$ cat src/hw/rtl/rcd_pkg.sv
package rcd_pkg;

   localparam int unsigned KIND_W     = 2;
   localparam int unsigned INDEX_W    = 9;
   localparam int unsigned VALUE_W    = 17;
   localparam int unsigned BYTE_W     = 8;
   localparam int unsigned SYMBOL_W   = 8;
   localparam int unsigned OWED_W     = 3;
   localparam int unsigned COUNT_W    = 9;
   localparam int unsigned DATA_W     = 32;

   localparam int unsigned PROB_SHIFT_DEF  = 16;
   localparam int unsigned MAX_SYMBOLS_DEF = 256;

   localparam logic [COUNT_W-1:0] COUNT_RESET = 9'd256;
   localparam logic [OWED_W-1:0]  OWED_RESET  = 3'd4;
   localparam logic [DATA_W-1:0]  RANGE_FLOOR = 32'h0100_0000;

   localparam logic STATUS_OK  = 1'b0;
   localparam logic STATUS_ERR = 1'b1;

   typedef enum logic [KIND_W-1:0] {
      KIND_RESTART = 2'd0,
      KIND_LOAD    = 2'd1,
      KIND_SUPPLY  = 2'd2,
      KIND_DECODE  = 2'd3
   } kind_type;

   typedef enum logic [1:0] {
      RD_MID     = 2'd0,
      RD_LO      = 2'd1,
      RD_LO_NEXT = 2'd2
   } rd_sel_type;

   typedef enum logic [1:0] {
      MUL_PROBE = 2'd0,
      MUL_BEGIN = 2'd1,
      MUL_RANGE = 2'd2
   } mul_sel_type;

   typedef struct packed {
      logic        accept;
      rd_sel_type  rd_sel;
      mul_sel_type mul_sel;
      logic        mul_en;
      logic        probe_cmp;
      logic        capture_begin;
      logic        capture_end;
      logic        capture_sub;
      logic        commit;
      logic        norm_shift;
      logic        out_load;
      logic        out_err;
   } cmd_type;

   typedef struct packed {
      logic search_done;
      logic out_of_table;
      logic range_zero;
      logic range_low;
   } status_type;

endpackage

$ cat src/hw/rtl/rcd_ctrl.sv
module rcd_ctrl (
   input  logic                clock,
   input  logic                reset,
   input  logic                in_valid,
   input  rcd_pkg::kind_type   in_kind,
   output logic                in_ready,
   output logic                out_valid,
   input  logic                out_ready,
   input  rcd_pkg::status_type status,
   output rcd_pkg::cmd_type    cmd
);

   typedef enum logic [11:0] {
      ST_IDLE      = 12'b0000_0000_0001,
      ST_LOOP      = 12'b0000_0000_0010,
      ST_PROBE_MUL = 12'b0000_0000_0100,
      ST_PROBE_CMP = 12'b0000_0000_1000,
      ST_FETCH_LO  = 12'b0000_0001_0000,
      ST_FETCH_HI  = 12'b0000_0010_0000,
      ST_MUL_BEGIN = 12'b0000_0100_0000,
      ST_MUL_RANGE = 12'b0000_1000_0000,
      ST_CHECK     = 12'b0001_0000_0000,
      ST_NORM      = 12'b0010_0000_0000,
      ST_OUT_OK    = 12'b0100_0000_0000,
      ST_OUT_ERR   = 12'b1000_0000_0000
   } state_type;

   state_type state_ff, state_in;
   logic out_valid_ff, out_valid_in;
   logic accept;
   logic out_free;

   assign in_ready = (state_ff == ST_IDLE);
   assign accept   = in_valid && in_ready;
   assign out_free = !out_valid_ff || out_ready;

   always_comb begin
      state_in = state_ff;
      cmd      = '0;
      cmd.rd_sel  = rcd_pkg::RD_MID;
      cmd.mul_sel = rcd_pkg::MUL_PROBE;
      cmd.accept  = accept;

      case (state_ff)
         ST_IDLE: begin
            if (accept && (in_kind == rcd_pkg::KIND_DECODE)) begin
               state_in = ST_LOOP;
            end
         end
         ST_LOOP: begin
            // The read at the midpoint is issued here; it is unused once the search closes.
            if (status.search_done) begin
               state_in = status.out_of_table ? ST_OUT_ERR : ST_FETCH_LO;
            end else begin
               state_in = ST_PROBE_MUL;
            end
         end
         ST_PROBE_MUL: begin
            cmd.mul_en = 1'b1;
            state_in   = ST_PROBE_CMP;
         end
         ST_PROBE_CMP: begin
            cmd.probe_cmp = 1'b1;
            state_in      = ST_LOOP;
         end
         ST_FETCH_LO: begin
            cmd.rd_sel = rcd_pkg::RD_LO;
            state_in   = ST_FETCH_HI;
         end
         ST_FETCH_HI: begin
            cmd.rd_sel        = rcd_pkg::RD_LO_NEXT;
            cmd.capture_begin = 1'b1;
            state_in          = ST_MUL_BEGIN;
         end
         ST_MUL_BEGIN: begin
            cmd.mul_sel     = rcd_pkg::MUL_BEGIN;
            cmd.mul_en      = 1'b1;
            cmd.capture_end = 1'b1;
            state_in        = ST_MUL_RANGE;
         end
         ST_MUL_RANGE: begin
            cmd.mul_sel     = rcd_pkg::MUL_RANGE;
            cmd.mul_en      = 1'b1;
            cmd.capture_sub = 1'b1;
            state_in        = ST_CHECK;
         end
         ST_CHECK: begin
            if (status.range_zero) begin
               state_in = ST_OUT_ERR;
            end else begin
               cmd.commit = 1'b1;
               state_in   = ST_NORM;
            end
         end
         ST_NORM: begin
            if (status.range_low) begin
               cmd.norm_shift = 1'b1;
            end else begin
               state_in = ST_OUT_OK;
            end
         end
         ST_OUT_OK: begin
            if (out_free) begin
               cmd.out_load = 1'b1;
               state_in     = ST_IDLE;
            end
         end
         ST_OUT_ERR: begin
            if (out_free) begin
               cmd.out_load = 1'b1;
               cmd.out_err  = 1'b1;
               state_in     = ST_IDLE;
            end
         end
         default: begin
            state_in = ST_IDLE;
         end
      endcase
   end

   always_comb begin
      if (cmd.out_load) begin
         out_valid_in = 1'b1;
      end else if (out_ready) begin
         out_valid_in = 1'b0;
      end else begin
         out_valid_in = out_valid_ff;
      end
   end

   always_ff @(posedge clock) begin
      if (reset) begin
         state_ff     <= ST_IDLE;
         out_valid_ff <= 1'b0;
      end else begin
         state_ff     <= state_in;
         out_valid_ff <= out_valid_in;
      end
   end

   assign out_valid = out_valid_ff;

endmodule
$ cat config.mk
export PLATFORM = sky130hd
export DESIGN_NAME = rcd_ctrl
export DESIGN_NICKNAME = d
export VERILOG_FILES = /design/src/hw/rtl/rcd_pkg.sv /design/src/hw/rtl/rcd_ctrl.sv
export SDC_FILE = /design/constraint.sdc
export NUM_CORES = 1
export LEC_CHECK = 0
export BUFFER_PORTS_ARGS = -buffer_cell sky130_fd_sc_hd__buf_2
export CAP_MARGIN = 20
export CORE_MARGIN = 2
export CORE_UTILIZATION = 45
export DETAILED_ROUTE_END_ITERATION = 10
export GPL_TIMING_DRIVEN = 0
export PLACE_DENSITY = 0.71
export SYNTH_ARGS = -nofsm -noshare
export SYNTH_HDL_FRONTEND = slang
export SYNTH_SLANG_ARGS = --single-unit
$ cat constraint.sdc
create_clock -name clock -period 2.71 [get_ports clock]
set_clock_uncertainty 0.15 [all_clocks]
set_input_delay 0.542 -clock clock [delete_from_list [all_inputs] [get_ports clock]]
set_output_delay 0.542 -clock clock [all_outputs]
set_load 0.1 [all_outputs]
==> flow_summary.rst <==
.. list-table::
   :header-rows: 1

   * - Metric
     - Value
   * - Top cell type's share of synthesized area
     - 30.19%
   * - Synth Register Bits
     - 13
   * - Post-synthesis instance area
     - 862.1 um^2
   * - Gr ovfl total
     - 0
   * - GRT Overall Usage
     - 24.83%
   * - Fin nets
     - 142
   * - Critical R2R Capture
     - state_ff[1]$_SDFFE_PP0P_
   * - Setup WS post-layout
     - -124.8 ps
   * - Post-Synthesis Net Count
     - 111
   * - Vias
     - 890
   * - Horizontal extent of the die
     - 47.77 um
   * - Launching point of the worst reg2reg path
     - state_ff[4]$_SDFFE_PP0P_
   * - Fill cell total of the finished layout
     - 128
   * - Ratio of cells with drive above 1 in the final layout
     - 54.96%
   * - Hold Violations, Final
     - 0
   * - Violations in the final reports
     - negative setup slack
   * - Length in cells of the worst reg-to-reg path
     - 5
   * - Fraction of power spent switching nets
     - 42.98%
   * - Sequential cell area fraction in the yosys report
     - 30.19%
   * - Nature of the critical path endpoint
     - output pin
   * - First-pass iteration count of the detailed router
     - 4
   * - Final period utilization
     - 104.6%
   * - Most instantiated flip-flop cell in the synthesis netlist
     - sky130_fd_sc_hd__dfxtp_1
   * - Power density over the cells
     - 479.4 mW/mm^2
   * - Largest net degree at the start of global routing
     - 11
   * - P_leak
     - 0.5667 nW
   * - Clock Root Buffer
     - sky130_fd_sc_hd__clkbuf_4
   * - Y dimension of the die
     - 47.77 um
   * - DRC violation count after routing
     - 0
   * - Count of yosys warnings during synthesis
     - 0
   * - Status
     - finished with violations
   * - Fraction of registers with async set or reset after synthesis
     - 0%
   * - Count of final setup violators
     - 6
   * - Sum of negative setup slack
     - -458.9 ps
   * - Hold/Removal Path Class
     - in2reg
   * - Worst hold slack across all endpoints
     - 259.6 ps
   * - Post-Syn Area per Cell
     - 8.535 um^2
   * - Hold path cells
     - 2
   * - Antenna violations before repair
     - 0
   * - Cell-internal power
     - 0.3752 mW
   * - DRT antenna net count
     - 0
   * - Required time of the critical path
     - 2020 ps
   * - Deepest level of the CTS H-tree
     - 1
   * - Number of buffers added on ports
     - 25
   * - Most common library cell in the layout ignoring fill and taps
     - sky130_fd_sc_hd__buf_2
   * - Top post-synthesis cells by area
     - sky130_fd_sc_hd__dfxtp_1 30%, sky130_fd_sc_hd__and3_1 5.1%, sky130_fd_sc_hd__nor2_1 4.4%
   * - Area added between synthesis and finish
     - 59.22%
   * - Commonest cells after routing, fill and taps aside
     - 11 x sky130_fd_sc_hd__buf_2, 10 x sky130_fd_sc_hd__buf_12
   * - Number of placed I/O pins
     - 26
   * - Via count of the first global-routing pass
     - 871
   * - Sequential share of power
     - 31.9%
   * - Number of distinct library cell variants in the gate-level netlist after synthesis
     - 43
   * - Proportion of power drawn by combinational gates
     - 48.7%
   * - Vias per cell
     - 5.705
   * - Wire length per cell
     - 16.00 um
   * - Critical path type
     - reg2out
   * - Number of synthesized flops with an enable pin
     - 0
   * - Flop-to-flop setup slack
     - 540 ps
   * - Slew of the pin with the lowest slew margin
     - 527.8 ps
   * - Clock buffer count from CTS
     - 3
   * - Storage cell area
     - 276.5 um^2
   * - Clock sink count
     - 13
   * - Arrival time reported for the critical path endpoint
     - 2140 ps
   * - Die Area
     - 0.002282 mm^2
   * - Initial Utilization
     - 48.87%
   * - Clock power share
     - 19.4%
   * - Total wirelength of the detailed-routed design
     - 2496 um
   * - Final Core Density
     - 77.80%
   * - Clk pin slew, worst setup/hold paths
     - 90 ps
   * - Core ar.
     - 0.001764 mm^2
   * - Clock Tree Buf Depth
     - 2
   * - Setup repair after global routing missed its margin
     - yes
   * - Relative max-transition margin
     - 64.81%
   * - Final slew viol count
     - 0
   * - Terminating pin of the worst hold path
     - state_ff[4]$_SDFFE_PP0P_
   * - Maximum clock rate
     - 0.3528 GHz
   * - Synthesized instance count
     - 101
   * - Startpoint of the tightest hold check path
     - status[2]
   * - Largest fanout on the critical path
     - 3
   * - Routability congestion estimate
     - 0.7932
   * - Total power
     - 0.6579 mW
   * - Worst slack at placement
     - -51.75 ps
   * - Net load switching power
     - 0.2828 mW
   * - First DRT Iteration DRCs
     - 12
   * - Library cell with the largest summed area after synthesis
     - sky130_fd_sc_hd__dfxtp_1
   * - Antenna cells
     - 0
   * - Startpoint type of the worst setup path
     - flop
   * - Half-perimeter wire length after detailed placement
     - 1629 um
   * - Clock Latency Late Sink
     - 290 ps
   * - Wire length of the first global-routing pass
     - 3933 um
   * - Hold buffer count at cts
     - 0
   * - Max Cap Violations
     - 0
   * - Clock period minus final worst setup slack
     - 2835 ps
   * - Worst IR Drop VDD
     - 0.3640 mV
   * - Number of rows created at floorplan
     - 15
   * - CTS tree
     - built
   * - Area used by multi-input combinational logic
     - 650.6 um^2
worst max path at each step:
stage,start,to,cells past startpoint
after detailed placement,state_ff[8]$_SDFFE_PP0P_,cmd[10],7
after global routing,state_ff[8]$_SDFFE_PP0P_,cmd[10],6
after CTS,state_ff[8]$_SDFFE_PP0P_,cmd[10],6
final,state_ff[8]$_SDFFE_PP0P_,cmd[10],6
after floorplan,state_ff[4]$_SDFFE_PP0P_,cmd[13],6
after global placement,state_ff[8]$_SDFFE_PP0P_,cmd[10],7
worst max-delay path, stage by stage (launching register included):
cell and delay, ps:
sky130_fd_sc_hd__dfxtp_4 370, sky130_fd_sc_hd__nor4_4 330, sky130_fd_sc_hd__nand2_1 130, sky130_fd_sc_hd__or3_4 440, sky130_fd_sc_hd__nor3b_4 280, sky130_fd_sc_hd__buf_12 140
sky130_fd_sc_hd__buf_12 160
power by group through the flow:
stage | Sequential, mW | Combinational, mW | Clock [mW]
finish | 0.210 | 0.320 | 0.128
global route | 0.211 | 0.340 | 0.138
CTS | 0.209 | 0.302 | 0.126
detailed placement | 0.214 | 0.280 | 0
global placement | 0.214 | 0.275 | 0
floorplan | 0.211 | 0.238 | 0
metal layers:
layer / vias up / wire length [um] / global-route usage, %
li1: 434 / - / -
met1: 423 / 1019 / 30.91
met2: 28 / 1324 / 42.67
met3: 5 / 115 / 6.038
met4: 0 / 38 / 6.486
met5: - / 0 / 0
metrics by stage:
step / instances / area [um^2]
after floorplan: 101 / 1002
after global placement: 151 / 1159
after detailed placement: 151 / 1159
after CTS: 154 / 1309
after global routing: 156 / 1373
final: 156 / 1373
cell families after synthesis:
| group | after synthesis | share of synthesized area (%) |
|---|---|---|
| AO/OA/AOI/OAI | 15 | 13.35 |
| buffers and inverters | 11 | 7.982 |
| AND/OR/NAND/NOR | 57 | 43.25 |
| XOR/XNOR | 4 | 4.065 |
| flip-flops | 13 | 30.19 |
| multiplexers | 1 | 1.161 |
cell usage after synthesis, types with 2 or more instances:
library cell / instances
sky130_fd_sc_hd__nor3b_2: 2
sky130_fd_sc_hd__inv_1: 2
sky130_fd_sc_hd__nand2_1: 6
sky130_fd_sc_hd__o211ai_1: 2
sky130_fd_sc_hd__nand2b_1: 3
sky130_fd_sc_hd__xor2_1: 3
sky130_fd_sc_hd__and3_1: 7
sky130_fd_sc_hd__nor3b_1: 3
sky130_fd_sc_hd__nor4_1: 4
sky130_fd_sc_hd__buf_2: 3
sky130_fd_sc_hd__nor2_1: 10
sky130_fd_sc_hd__nor4b_1: 2
sky130_fd_sc_hd__dfxtp_1: 13
sky130_fd_sc_hd__or3_1: 2
sky130_fd_sc_hd__o21ai_0: 3
sky130_fd_sc_hd__buf_4: 4
sky130_fd_sc_hd__nand3b_1: 2
sky130_fd_sc_hd__nor3_1: 5
layout make-up:
type                       count  share of cell area [%]
buffer                         6                   5.834
clock buffer                   3                   1.641
clock inverter                 1                  0.3646
inverter                       2                  0.5469
multi-input combinational     77                   47.40
sequential                    13                   20.15
tap                           25                   2.279
timing repair buffer          29                   21.79
state kept, by name, summed over array words and instances, names as in the netlist:
register	count
state_ff	12
out_valid	1
timing repair:
action / CTS / global route
endpoints found under the setup margin: 15 / 14
buffers inserted: 2 / 2
gates resized for setup: 44 / 14
pin swaps: 6 / 4
endpoints found under the hold margin: 0 / 0
Power figures use the tool's default switching activity.
